File: src/sv/hrsp_pkg.sv
// ----------------------------------------------------------------------------
// hrsp_pkg
// Shared types, limits and character constants for the HTTP request stream
// parser.
// ----------------------------------------------------------------------------
`default_nettype none

package hrsp_pkg;

   // Saturation limits for the entry counters
   localparam int unsigned PARAM_LIMIT  = 16;
   localparam int unsigned HEADER_LIMIT = 32;

   localparam int unsigned BYTE_W   = 8;
   localparam int unsigned CLASS_W  = 4;
   localparam int unsigned METHOD_W = 3;
   localparam int unsigned PARAM_W  = 5;
   localparam int unsigned HEADER_W = 6;
   localparam int unsigned POS_W    = 3;

   // Characters the parser reacts to
   localparam logic [BYTE_W-1:0] CH_G     = 8'h47;
   localparam logic [BYTE_W-1:0] CH_E     = 8'h45;
   localparam logic [BYTE_W-1:0] CH_T     = 8'h54;
   localparam logic [BYTE_W-1:0] CH_P     = 8'h50;
   localparam logic [BYTE_W-1:0] CH_O     = 8'h4f;
   localparam logic [BYTE_W-1:0] CH_S     = 8'h53;
   localparam logic [BYTE_W-1:0] CH_U     = 8'h55;
   localparam logic [BYTE_W-1:0] CH_QUEST = 8'h3f;
   localparam logic [BYTE_W-1:0] CH_AMP   = 8'h26;
   localparam logic [BYTE_W-1:0] CH_LF    = 8'h0a;
   localparam logic [BYTE_W-1:0] CH_CR    = 8'h0d;
   localparam logic [BYTE_W-1:0] CH_SPACE = 8'h20;
   localparam logic [BYTE_W-1:0] CH_NUL   = 8'h00;

   // Per-byte classification tag
   typedef enum logic [CLASS_W-1:0] {
      CLS_METHOD    = 4'd0,
      CLS_PATH      = 4'd1,
      CLS_QUESTION  = 4'd2,
      CLS_PARAM     = 4'd3,
      CLS_AMPERSAND = 4'd4,
      CLS_TAIL      = 4'd5,
      CLS_BREAK     = 4'd6,
      CLS_HEADER    = 4'd7,
      CLS_IGNORED   = 4'd8
   } byte_class_type;

   // Method outcome
   typedef enum logic [METHOD_W-1:0] {
      MTH_NONE  = 3'd0,
      MTH_GET   = 3'd1,
      MTH_POST  = 3'd2,
      MTH_PUT   = 3'd3,
      MTH_ERROR = 3'd4
   } method_type;

   // Parser phase, one-hot
   typedef enum logic [5:0] {
      PH_METHOD     = 6'b000001,
      PH_PATH       = 6'b000010,
      PH_TAIL       = 6'b000100,
      PH_LINE_START = 6'b001000,
      PH_HEADERS    = 6'b010000,
      PH_ERROR      = 6'b100000
   } phase_type;

   // Expected character of a method token at a given position (0 = none)
   function automatic logic [BYTE_W-1:0] method_char(method_type m,
                                                     logic [POS_W-1:0] pos);
      logic [BYTE_W-1:0] c;
      c = CH_NUL;
      unique case (m)
         MTH_GET: begin
            case (pos)
               3'd0:    c = CH_G;
               3'd1:    c = CH_E;
               3'd2:    c = CH_T;
               3'd3:    c = CH_SPACE;
               default: c = CH_NUL;
            endcase
         end
         MTH_POST: begin
            case (pos)
               3'd0:    c = CH_P;
               3'd1:    c = CH_O;
               3'd2:    c = CH_S;
               3'd3:    c = CH_T;
               3'd4:    c = CH_SPACE;
               default: c = CH_NUL;
            endcase
         end
         MTH_PUT: begin
            case (pos)
               3'd0:    c = CH_P;
               3'd1:    c = CH_U;
               3'd2:    c = CH_T;
               3'd3:    c = CH_SPACE;
               default: c = CH_NUL;
            endcase
         end
         default: c = CH_NUL;
      endcase
      return c;
   endfunction

   // Token length including the closing space
   function automatic logic [POS_W-1:0] method_len(method_type m);
      logic [POS_W-1:0] n;
      unique case (m)
         MTH_GET:  n = 3'd4;
         MTH_POST: n = 3'd5;
         MTH_PUT:  n = 3'd4;
         default:  n = 3'd0;
      endcase
      return n;
   endfunction

endpackage

`default_nettype wire

File: src/sv/http_request_stream_parser_core.sv
// ----------------------------------------------------------------------------
// http_request_stream_parser_core
// Byte-at-a-time HTTP request line and header parser with per-byte tagging.
// ----------------------------------------------------------------------------
// One beat in carries one request byte; one beat out follows for every byte,
// tagged with its class, the method outcome, the parameter and header counts
// and an overflow flag. A zero byte closes the request, reports the final
// outcome and rearms the parser. The block takes one byte per clock unless
// the output stalls: the parse state update and the result tag are computed
// combinationally into the output register, so each tag follows next cycle;
// the input is ready whenever it is empty or being drained in the same cycle.
// ----------------------------------------------------------------------------
`default_nettype none

module http_request_stream_parser_core (
   input  wire logic                          clock,
   input  wire logic                          reset,
   // request byte channel
   input  wire logic                          req_valid,
   output      logic                          req_ready,
   input  wire logic [hrsp_pkg::BYTE_W-1:0]   req_data_byte,
   // tagged byte channel
   output      logic                          rsp_valid,
   input  wire logic                          rsp_ready,
   output      logic [hrsp_pkg::CLASS_W-1:0]  rsp_byte_class,
   output      logic [hrsp_pkg::BYTE_W-1:0]   rsp_byte_echo,
   output      logic [hrsp_pkg::METHOD_W-1:0] rsp_method_code,
   output      logic [hrsp_pkg::PARAM_W-1:0]  rsp_param_number,
   output      logic [hrsp_pkg::HEADER_W-1:0] rsp_header_number,
   output      logic                          rsp_starts_entry,
   output      logic                          rsp_count_overflow,
   output      logic                          rsp_request_done
);

   localparam logic [hrsp_pkg::PARAM_W-1:0] PARAM_MAX =
      hrsp_pkg::PARAM_W'(hrsp_pkg::PARAM_LIMIT);
   localparam logic [hrsp_pkg::HEADER_W-1:0] HEADER_MAX =
      hrsp_pkg::HEADER_W'(hrsp_pkg::HEADER_LIMIT);

   // parse state
   hrsp_pkg::phase_type               phase_ff, phase_in;
   logic [hrsp_pkg::POS_W-1:0]        match_pos_ff, match_pos_in;
   hrsp_pkg::method_type              method_ff, method_in;
   logic [hrsp_pkg::PARAM_W-1:0]      param_cnt_ff, param_cnt_in;
   logic [hrsp_pkg::HEADER_W-1:0]     header_cnt_ff, header_cnt_in;
   logic                              after_quest_ff, after_quest_in;
   logic                              after_break_ff, after_break_in;
   logic                              overflow_ff, overflow_in;

   // result register
   logic                              rsp_valid_ff;
   hrsp_pkg::byte_class_type          class_ff, class_in;
   logic [hrsp_pkg::BYTE_W-1:0]       echo_ff;
   hrsp_pkg::method_type              code_ff, code_in;
   logic [hrsp_pkg::PARAM_W-1:0]      param_num_ff;
   logic [hrsp_pkg::HEADER_W-1:0]     header_num_ff;
   logic                              start_ff, start_in;
   logic                              ovf_out_ff;
   logic                              done_ff, done_in;

   logic                              accept;
   logic [hrsp_pkg::BYTE_W-1:0]       b;
   hrsp_pkg::method_type              seen;
   logic [hrsp_pkg::PARAM_W-1:0]      pcnt;
   hrsp_pkg::phase_type               phase_post;
   hrsp_pkg::method_type              method_post;
   logic [hrsp_pkg::POS_W-1:0]        pos_post;
   logic [hrsp_pkg::POS_W-1:0]        pos_inc;

   assign req_ready = ~rsp_valid_ff | rsp_ready;
   assign accept    = req_valid & req_ready;
   assign b         = req_data_byte;
   assign pos_inc   = match_pos_ff + 3'd1;

   // next parse state and the tag of the current byte
   always_comb begin
      class_in       = hrsp_pkg::CLS_IGNORED;
      start_in       = 1'b0;
      done_in        = 1'b0;
      seen           = method_ff;
      pcnt           = param_cnt_ff;
      phase_post     = phase_ff;
      method_post    = method_ff;
      pos_post       = match_pos_ff;
      param_cnt_in   = param_cnt_ff;
      header_cnt_in  = header_cnt_ff;
      after_quest_in = after_quest_ff;
      after_break_in = after_break_ff;
      overflow_in    = overflow_ff;

      if (b == hrsp_pkg::CH_NUL) begin
         done_in = 1'b1;
         if (phase_ff == hrsp_pkg::PH_METHOD || phase_ff == hrsp_pkg::PH_PATH) begin
            method_post = hrsp_pkg::MTH_ERROR;
         end
      end else begin
         unique case (phase_ff)
            hrsp_pkg::PH_METHOD: begin
               class_in = hrsp_pkg::CLS_METHOD;
               if (match_pos_ff == 3'd0) begin
                  seen = (b == hrsp_pkg::CH_G) ? hrsp_pkg::MTH_GET :
                         (b == hrsp_pkg::CH_P) ? hrsp_pkg::MTH_POST :
                                                 hrsp_pkg::MTH_ERROR;
               end else if (match_pos_ff == 3'd1 && method_ff == hrsp_pkg::MTH_POST &&
                            b == hrsp_pkg::CH_U) begin
                  seen = hrsp_pkg::MTH_PUT;
               end
               if (seen != hrsp_pkg::MTH_ERROR && seen != hrsp_pkg::MTH_NONE &&
                   match_pos_ff < 3'd5 &&
                   hrsp_pkg::method_char(seen, match_pos_ff) == b) begin
                  method_post = seen;
                  pos_post    = pos_inc;
                  if (pos_inc >= hrsp_pkg::method_len(seen)) begin
                     phase_post = hrsp_pkg::PH_PATH;
                  end
               end else begin
                  method_post = hrsp_pkg::MTH_ERROR;
                  phase_post  = hrsp_pkg::PH_ERROR;
               end
            end
            hrsp_pkg::PH_PATH: begin
               if (b == hrsp_pkg::CH_SPACE || b == hrsp_pkg::CH_LF ||
                   b == hrsp_pkg::CH_CR) begin
                  class_in   = hrsp_pkg::CLS_TAIL;
                  phase_post = hrsp_pkg::PH_TAIL;
               end else if (!after_quest_ff) begin
                  if (b == hrsp_pkg::CH_QUEST) begin
                     class_in       = hrsp_pkg::CLS_QUESTION;
                     after_quest_in = 1'b1;
                  end else begin
                     class_in = hrsp_pkg::CLS_PATH;
                  end
               end else begin
                  // first query byte opens parameter 1, each '&' one more
                  class_in = hrsp_pkg::CLS_PARAM;
                  if (param_cnt_ff == '0) begin
                     pcnt     = hrsp_pkg::PARAM_W'(1);
                     start_in = 1'b1;
                  end
                  if (b == hrsp_pkg::CH_AMP) begin
                     class_in = hrsp_pkg::CLS_AMPERSAND;
                     start_in = 1'b1;
                     if (pcnt < PARAM_MAX) begin
                        pcnt = pcnt + 1'b1;
                     end else begin
                        overflow_in = 1'b1;
                     end
                  end
                  param_cnt_in = pcnt;
               end
            end
            hrsp_pkg::PH_TAIL: begin
               if (b == hrsp_pkg::CH_LF) begin
                  class_in       = hrsp_pkg::CLS_BREAK;
                  phase_post     = hrsp_pkg::PH_LINE_START;
                  after_break_in = 1'b1;
               end else begin
                  class_in = hrsp_pkg::CLS_TAIL;
               end
            end
            hrsp_pkg::PH_LINE_START, hrsp_pkg::PH_HEADERS: begin
               if (phase_ff == hrsp_pkg::PH_LINE_START && b == hrsp_pkg::CH_CR) begin
                  // skipped CR right after a line break
                  class_in   = hrsp_pkg::CLS_IGNORED;
                  phase_post = hrsp_pkg::PH_HEADERS;
               end else begin
                  phase_post = hrsp_pkg::PH_HEADERS;
                  if (after_break_ff) begin
                     start_in       = 1'b1;
                     after_break_in = 1'b0;
                     if (header_cnt_ff < HEADER_MAX) begin
                        header_cnt_in = header_cnt_ff + 1'b1;
                     end else begin
                        overflow_in = 1'b1;
                     end
                  end
                  if (b == hrsp_pkg::CH_LF) begin
                     class_in       = hrsp_pkg::CLS_BREAK;
                     phase_post     = hrsp_pkg::PH_LINE_START;
                     after_break_in = 1'b1;
                  end else begin
                     class_in = hrsp_pkg::CLS_HEADER;
                  end
               end
            end
            default: begin
               class_in = hrsp_pkg::CLS_IGNORED;
            end
         endcase
      end

      // method reads undecided until the token is complete
      code_in = method_post;
      if (phase_post == hrsp_pkg::PH_METHOD && method_post != hrsp_pkg::MTH_ERROR &&
          !done_in) begin
         code_in = hrsp_pkg::MTH_NONE;
      end

      phase_in     = phase_post;
      method_in    = method_post;
      match_pos_in = pos_post;
   end

   // parse state registers; a zero byte rearms everything
   always_ff @(posedge clock) begin
      if (reset) begin
         phase_ff       <= hrsp_pkg::PH_METHOD;
         match_pos_ff   <= '0;
         method_ff      <= hrsp_pkg::MTH_NONE;
         param_cnt_ff   <= '0;
         header_cnt_ff  <= '0;
         after_quest_ff <= 1'b0;
         after_break_ff <= 1'b0;
         overflow_ff    <= 1'b0;
      end else if (accept) begin
         if (done_in) begin
            phase_ff       <= hrsp_pkg::PH_METHOD;
            match_pos_ff   <= '0;
            method_ff      <= hrsp_pkg::MTH_NONE;
            param_cnt_ff   <= '0;
            header_cnt_ff  <= '0;
            after_quest_ff <= 1'b0;
            after_break_ff <= 1'b0;
            overflow_ff    <= 1'b0;
         end else begin
            phase_ff       <= phase_in;
            match_pos_ff   <= match_pos_in;
            method_ff      <= method_in;
            param_cnt_ff   <= param_cnt_in;
            header_cnt_ff  <= header_cnt_in;
            after_quest_ff <= after_quest_in;
            after_break_ff <= after_break_in;
            overflow_ff    <= overflow_in;
         end
      end
   end

   // result valid
   always_ff @(posedge clock) begin
      if (reset) begin
         rsp_valid_ff <= 1'b0;
      end else if (accept) begin
         rsp_valid_ff <= 1'b1;
      end else if (rsp_ready) begin
         rsp_valid_ff <= 1'b0;
      end
   end

   // result payload
   always_ff @(posedge clock) begin
      if (accept) begin
         class_ff      <= class_in;
         echo_ff       <= b;
         code_ff       <= code_in;
         param_num_ff  <= param_cnt_in;
         header_num_ff <= header_cnt_in;
         start_ff      <= start_in;
         ovf_out_ff    <= overflow_in;
         done_ff       <= done_in;
      end
   end

   assign rsp_valid          = rsp_valid_ff;
   assign rsp_byte_class     = class_ff;
   assign rsp_byte_echo      = echo_ff;
   assign rsp_method_code    = code_ff;
   assign rsp_param_number   = param_num_ff;
   assign rsp_header_number  = header_num_ff;
   assign rsp_starts_entry   = start_ff;
   assign rsp_count_overflow = ovf_out_ff;
   assign rsp_request_done   = done_ff;

   // a zero byte leaves the parser rearmed
   a_rearm: assert property (@(posedge clock) disable iff (reset)
      (accept && req_data_byte == hrsp_pkg::CH_NUL) |=>
         (phase_ff == hrsp_pkg::PH_METHOD && param_cnt_ff == '0 &&
          header_cnt_ff == '0 && !overflow_ff))
      else $error("parser not rearmed after request end");

   // done beats carry the zero byte and begin no entry
   a_done_beat: assert property (@(posedge clock) disable iff (reset)
      (rsp_valid && rsp_request_done) |->
         (rsp_byte_echo == hrsp_pkg::CH_NUL && !rsp_starts_entry &&
          rsp_byte_class == hrsp_pkg::CLS_IGNORED))
      else $error("bad request end beat");

   // only parameter, ampersand, header or break bytes open an entry
   a_entry_class: assert property (@(posedge clock) disable iff (reset)
      (rsp_valid && rsp_starts_entry) |->
         (rsp_byte_class == hrsp_pkg::CLS_PARAM ||
          rsp_byte_class == hrsp_pkg::CLS_AMPERSAND ||
          rsp_byte_class == hrsp_pkg::CLS_HEADER ||
          rsp_byte_class == hrsp_pkg::CLS_BREAK))
      else $error("entry start on wrong byte class");

   // overflow only once a counter sits at its limit
   a_overflow: assert property (@(posedge clock) disable iff (reset)
      overflow_ff |-> (param_cnt_ff == PARAM_MAX || header_cnt_ff == HEADER_MAX))
      else $error("overflow without saturated count");

   // a held result is not overwritten
   a_hold: assert property (@(posedge clock) disable iff (reset)
      (rsp_valid_ff && !rsp_ready) |-> !accept)
      else $error("byte accepted over a stalled result");

endmodule

`default_nettype wire
File: config.mk
export PLATFORM = sky130hd
export DESIGN_NAME = http_request_stream_parser_core
export DESIGN_NICKNAME = d
export VERILOG_FILES = /design/src/sv/hrsp_pkg.sv /design/src/sv/http_request_stream_parser_core.sv
export SDC_FILE = /design/constraint.sdc
export NUM_CORES = 1
export LEC_CHECK = 0
export BUFFER_PORTS_ARGS = -buffer_cell sky130_fd_sc_hd__buf_2
export CELL_PAD_IN_SITES_DETAIL_PLACEMENT = 0
export CELL_PAD_IN_SITES_GLOBAL_PLACEMENT = 1
export CORE_MARGIN = 4
export CORE_UTILIZATION = 40
export DETAILED_ROUTE_END_ITERATION = 10
export PLACE_DENSITY = 0.81
export SLEW_MARGIN = 20
export SYNTH_ARGS = -nofsm -noshare
export SYNTH_HDL_FRONTEND = slang
export SYNTH_SLANG_ARGS = --single-unit
File: constraint.sdc
create_clock -name clock -period 4.9 [get_ports clock]
set_clock_uncertainty 0.2 [all_clocks]
set_input_delay 0.98 -clock clock [delete_from_list [all_inputs] [get_ports clock]]
set_output_delay 0.98 -clock clock [all_outputs]
set_load 0.02 [all_outputs]
==> results.sh, run 1 <==
export IMPL_gp_congestion=1.01
export IMPL_cts_root_buffer="clkbuf_8"
export IMPL_cts_max_level=2
export IMPL_first_iter_violations=214
export IMPL_slew_headroom=0.496
export IMPL_hold_start="header_cnt_ff[4]"
export IMPL_layout_min_cycle_time_ns=3.93
export IMPL_ys_warn_count=0
export IMPL_crit_path_top_delay_cell="or4b_1"
export IMPL_max_stage_delay_ns=0.51
export IMPL_ys_seq_elements=56
export IMPL_setup_viol=0
export IMPL_syn_area_um2=3410
export IMPL_cts_sinks=56
export IMPL_worstPathRequired_ns=4.76
export IMPL_ys_seq_area_frac=0.414
export IMPL_p_per_area_nw_per_um2=236
export IMPL_grt_antenna_before_repair=0
export IMPL_clk_latency_ns=0.31
export IMPL_cp_num_cells=10
export IMPL_worstSetupPathType="primary input to flop"
export IMPL_r2r_end="rsp_method_code[0]"
export IMPL_ir_drop_mv=0.149
export IMPL_fp_dieH_um=100
export IMPL_drv_slew=0
export IMPL_status="complete, no violations"
export IMPL_routedWlPerCell_um=16.7
export IMPL_synth_adder_area_share=0.0294
export IMPL_core_area_um2=8260
export IMPL_ctsLongestPathBuffers=2
export IMPL_drc=0
export IMPL_start_util=0.413
export IMPL_p_leak_uw=0.00143
export IMPL_min_to="header_cnt_ff[4]"
export IMPL_grt_pass1_wl_mm=14.1
export IMPL_regToRegSetupSlack_ns=0.98
export IMPL_synth_top_family_by_area="simple AND/OR/NAND/NOR gates"
export IMPL_layout_drive_gt1_share=0.170
export IMPL_fmax_mhz=255
export IMPL_die_w_um=100
export IMPL_timing_rr_start="match_pos_ff[0]"
export IMPL_tns_ns=0
export IMPL_synth_compound_area_frac=0.214
export IMPL_synthFlopType="edfxtp_1"
export IMPL_num_io_pins=43
export IMPL_fin_nets=437
export IMPL_cp_max_fo=13
export IMPL_syn_inst=384
export IMPL_rows=33
export IMPL_dr_pass1_iters=5
export IMPL_synth_top_area_share=0.256
export IMPL_dpl_cell_count=515
export IMPL_hpwl_mm=6.35
export IMPL_rsz0062_at_grt="false"
export IMPL_crit_arrival_ns=3.78
export IMPL_wirelength_mm=8.74
export IMPL_ff2ff_path_depth=11
export IMPL_path_clk_slew_ns=0.12
export IMPL_synth_area_top_cells="edfxtp_1, dfxtp_1, a21oi_1"
export IMPL_async_reset_ff_frac=0
export IMPL_fillers=828
export IMPL_synth_common_cells="nor2_1, a21oi_1, nand2_1, edfxtp_1, dfxtp_1"
export IMPL_grt_pass1_vias=2811
export IMPL_syn_nets=404
export IMPL_ant_nets=0
export IMPL_yosys_area_top_type="edfxtp_1"
export IMPL_cp_cell_sequence="buf_2, or4b_1, a2111o_1, a211oi_1, nor2_1, nor3_1, nand4_1, nor4_4, and2_2, a21oi_1"
export IMPL_ys_types=66
export IMPL_cp_end_kind="flop"
export IMPL_finalHoldViolations=0
export IMPL_synth_edf_count=29
export IMPL_cp_num_buf_inv=1
export IMPL_holdBufCountCts=0
export IMPL_dieArea_um2=10100
export IMPL_critPathLaunchType="primary input"
export IMPL_area_growth_pct=11.2
export IMPL_port_buffers=42
export IMPL_synth_simple_area_share=0.256
export IMPL_hold_depth=2
export IMPL_muxShareOfSynthArea=0.0209
export IMPL_hold_class="flop to flop"
export IMPL_grtUsageTotal=0.173
export IMPL_vias_per_cell=5.87
export IMPL_maxCapViolations=0
export IMPL_synth_avg_cell_area_um2=8.88
export IMPL_numCtsBuffers=5
export IMPL_grt_max_degree=26
export IMPL_vias=3068
export IMPL_cts_tree="done"
export IMPL_synth_xor_area_frac=0.0206
export IMPL_finalNonFillerCells=523
export IMPL_post_cts_buffers=0
export IMPL_tightest_slew_ns=0.750
export IMPL_post_cts_resized=0
export IMPL_path_delay_family="simple AND/OR/NAND/NOR gates"
export IMPL_period_share=0.801
export IMPL_overflow=0
export IMPL_yosysMostFrequentCell="nor2_1"
export IMPL_antenna_cells=0
-- tightest hold or removal path: stages (launching register included) --
cell and delay, ns:
dfxtp_1 0.36, nand2_1 0.07, a21oi_1 0.05
-- cells by family (layout without fill, tap and decap cells) --
logic type               Yosys count  after routing
AO/OA/AOI/OAI                    111            111
XOR/XNOR                           8              8
adder cells (fa/ha/maj)            8              8
buffers and inverters             39             73
flip-flops                        56             56
multiplexers                       7              7
AND/OR/NAND/NOR                  155            155
-- registers in the layout, indices dropped and copies added, names as in the netlist --
name and flops:
rsp_request_done 1, rsp_method_code 3, method_ff 3, overflow_ff 1
rsp_byte_class 4, match_pos_ff 3, phase_ff 6, rsp_byte_echo 8
rsp_param_number 5, param_cnt_ff 5, rsp_count_overflow 1, rsp_header_number 6
rsp_valid 1, header_cnt_ff 6, after_quest_ff 1, rsp_starts_entry 1
after_break_ff 1
-- area by class of cell --
cell class / instances / area, um2 / area share
Clock buffer: 5 / 68.8 / 0.0182
Sequential cell: 56 / 1410 / 0.372
Inverter: 18 / 67.6 / 0.0178
Clock inverter: 3 / 23.8 / 0.00627
Timing Repair Buffer: 47 / 248 / 0.0653
Tap cell: 105 / 131 / 0.0347
Multi-Input combinational cell: 289 / 1840 / 0.485
-- how the worst max path moves through the flow --
stage                     start                 end  slack [ns]
3_5_place_dp   req_data_byte[0]  rsp_method_code[0]        0.65
4_1_cts        req_data_byte[0]  rsp_method_code[0]        1.00
2_1_floorplan  req_data_byte[1]  rsp_method_code[0]        0.94
3_3_place_gp   req_data_byte[0]  rsp_method_code[0]        0.72
6_report       req_data_byte[0]  rsp_method_code[0]        0.97
5_1_grt         match_pos_ff[1]  rsp_method_code[0]        0.68
-- layer usage --
metal / vias to the layer above / global-route usage / routed length [um]
met5: - / 0 / 0
met4: 0 / 0.0446 / 131
met3: 13 / 0.0229 / 505
met2: 122 / 0.284 / 4080
met1: 1438 / 0.239 / 4030
li1: 1495 / - / -
-- layout by cell type, fill, tap and decap left out, types with 6 or more instances in the layout --
cell type,instances
buf_2,42
nor2_1,37
a21oi_1,31
nand2_1,30
edfxtp_1,29
dfxtp_1,27
o21ai_0,24
inv_1,18
nor3_1,18
nand3_1,10
o211ai_1,8
ha_1,8
a22oi_1,7
nor2b_1,6
mux2i_1,6
-- stage by stage --
stage	setup slack [ns]	hold WS, ns	area (um2)	power (uW)	util
2_1_floorplan	0.940	0.253	3410	599	-
3_3_place_gp	0.716	0.278	3700	635	0.448
3_5_place_dp	0.654	0.292	3700	636	0.448
4_1_cts	1.00	0.321	3790	904	0.459
5_1_grt	0.684	0.342	3790	937	0.459
6_report	0.973	0.321	3790	895	0.459
-- where the power goes --
group          switching, uW  internal (uW)
combinational           76.1           31.5
sequential              8.31            509
clock                    164            105
No activity file was read; power rests on OpenSTA's default activity.
==> run 2: changes to the inputs <==
--- a/config.mk
+++ b/config.mk
@@ -11,7 +11,7 @@
 export CORE_MARGIN = 4
 export CORE_UTILIZATION = 40
 export DETAILED_ROUTE_END_ITERATION = 10
-export PLACE_DENSITY = 0.81
+export PLACE_DENSITY = 0.84
 export SLEW_MARGIN = 20
 export SYNTH_ARGS = -nofsm -noshare
 export SYNTH_HDL_FRONTEND = slang
==> constraint.sdc (replaced) <==
create_clock -name clock -period 3.2 [get_ports clock]
set_clock_uncertainty 0.2 [all_clocks]
set_input_delay 0.64 -clock clock [delete_from_list [all_inputs] [get_ports clock]]
set_output_delay 0.64 -clock clock [all_outputs]
set_load 0.02 [all_outputs]
==> results.sh, run 2 (same netlist as run 1, synthesis figures left out) <==
export IMPL_antenna_cells=0
export IMPL_top_layer="met4"
export IMPL_gp_congestion=0.970
export IMPL_vias_per_cell=5.61
export IMPL_violations="setup timing"
export IMPL_hold_class="flop to flop"
export IMPL_multiInputGateArea_um2=1980
export IMPL_tightest_slew_ns=0.632
export IMPL_critPathLaunchType="primary input"
export IMPL_drc=0
export IMPL_rows=33
export IMPL_layout_drive_gt1_share=0.336
export IMPL_place_ws_ns=-0.536
export IMPL_fillers=771
export IMPL_dr_pass1_iters=4
export IMPL_overflow=0
export IMPL_crit_arrival_ns=3.28
export IMPL_start_util=0.413
export IMPL_ant_nets=0
export IMPL_cp_max_fo=5
export IMPL_vias=3341
export IMPL_p_per_area_nw_per_um2=326
export IMPL_num_io_pins=43
export IMPL_core_area_um2=8260
export IMPL_fin_nets=510
export IMPL_p_leak_uw=0.00182
export IMPL_dpl_cell_count=585
export IMPL_fp_dieH_um=100
export IMPL_layout_min_cycle_time_ns=3.29
export IMPL_route_met2_wl_mm=4.61
export IMPL_clk_latency_ns=0.31
export IMPL_cts_sinks=56
export IMPL_first_iter_violations=304
export IMPL_place_area_um2=4250
export IMPL_path_clk_slew_ns=0.10
export IMPL_rsz0062_at_grt="true"
export IMPL_cp_end_kind="flop"
export IMPL_setup_ws_ns=-0.0946
export IMPL_grt_pass1_vias=3213
export IMPL_worstPathRequired_ns=3.19
export IMPL_period_share=1.03
export IMPL_wirelength_mm=9.73
export IMPL_routedWlPerCell_um=16.3
export IMPL_final_common_cell="buf_4"
export IMPL_slew_headroom=0.575
export IMPL_cts_root_buffer="clkbuf_8"
export IMPL_wl_met3_um=535
export IMPL_worstSetupPathType="primary input to flop"
export IMPL_cts_max_level=2
export IMPL_status="complete, but fails checks"
export IMPL_largest_reg_flops=8
export IMPL_cts_tree="done"
export IMPL_area_growth_pct=32.5
export IMPL_finalHoldViolations=0
export IMPL_port_buffers=42
export IMPL_grtUsageTotal=0.191
export IMPL_die_w_um=100
export IMPL_wl_met1_mm=4.42
export IMPL_maxCapViolations=0
export IMPL_postLayoutCellArea_um2=4520
export IMPL_drv_slew=0
export IMPL_grt_pass1_wl_mm=15.4
export IMPL_grt_max_degree=26
export IMPL_ctsLongestPathBuffers=2
export IMPL_grt_antenna_before_repair=0
export IMPL_holdBufCountCts=0
export IMPL_setup_viol=7
export IMPL_final_cell_mix="buf_4, buf_2, nor2_1"
export IMPL_fmax_mhz=304
export IMPL_ir_drop_mv=0.168
export IMPL_finalNonFillerCells=596
export IMPL_hpwl_mm=7.32
export IMPL_dieArea_um2=10100
export IMPL_numCtsBuffers=5
export IMPL_seqCellArea_um2=1410
==> run 2: cell count changes in the layout (fill, tap and decap cells not counted), moves of 3 or more <==
cell / delta
a31oi_1: -3
a21oi_1: -4
buf_4: +73
a21oi_2: +3
==> run 2: per-stage QoR <==
| stage | total power, uW | util | setup TNS (ns) | hold slack [ns] |
|---|---|---|---|---|
| 2_1_floorplan | 919 | - | -0.856 | 0.253 |
| 3_3_place_gp | 1000 | 0.515 | -5.23 | 0.278 |
| 3_5_place_dp | 1000 | 0.515 | -5.15 | 0.309 |
| 4_1_cts | 1480 | 0.533 | -0.228 | 0.326 |
| 5_1_grt | 1530 | 0.547 | -1.61 | 0.344 |
| 6_report | 1470 | 0.547 | -0.380 | 0.325 |
==> run 2: final cells by class <==
cell class,count,area share
clock inverters,3,0.00998
clock buffers,5,0.0152
multi-input cells,289,0.439
inverters,18,0.0150
flip-flops and latches,56,0.313
repair buffers,120,0.179
well taps,105,0.0291
==> run 2: power by group <==
| group | total (uW) | switching, uW | internal, uW | leakage, uW |
|---|---|---|---|---|
| clock network | 475 | 239 | 237 | 0.0000591 |
| logic | 206 | 132 | 74.4 | 0.00125 |
| registers | 791 | 10.9 | 780 | 0.000506 |
| total | 1470 | 381 | 1090 | 0.00182 |
==> run 2: timing repair <==
action,CTS,global route
cloned,0,0
buffers inserted,1,2
gates resized for setup,8,19
pin swaps,3,10
setup endpoints to repair,11,12
==> run 2: worst max-delay path: stages <==
cell	delay (ns)
buf_6	0.09
or4b_1	0.52
a2111o_1	0.49
a211o_1	0.33
o211ai_1	0.28
o2111ai_4	0.19
nor4_4	0.29
buf_4	0.18
mux2i_1	0.17
a21oi_1	0.08
==> run 2: per-layer routing <==
layer  GRT usage  up-vias
li1            -     1645
met1       0.261     1579
met2       0.307      101
met3      0.0292       16
met4      0.0642        0
met5           0        -
==> run 2: final timing paths <==
path | depth (start not counted) | end | from | slack [ns]
worst min-delay path | 2 | header_cnt_ff[4] | header_cnt_ff[4] | 0.33
worst max-delay path | 10 | match_pos_ff[0] | req_data_byte[2] | -0.09
worst min register to register | 2 | header_cnt_ff[4] | header_cnt_ff[4] | 0.33
worst max register to register | 12 | match_pos_ff[0] | match_pos_ff[0] | 0.03
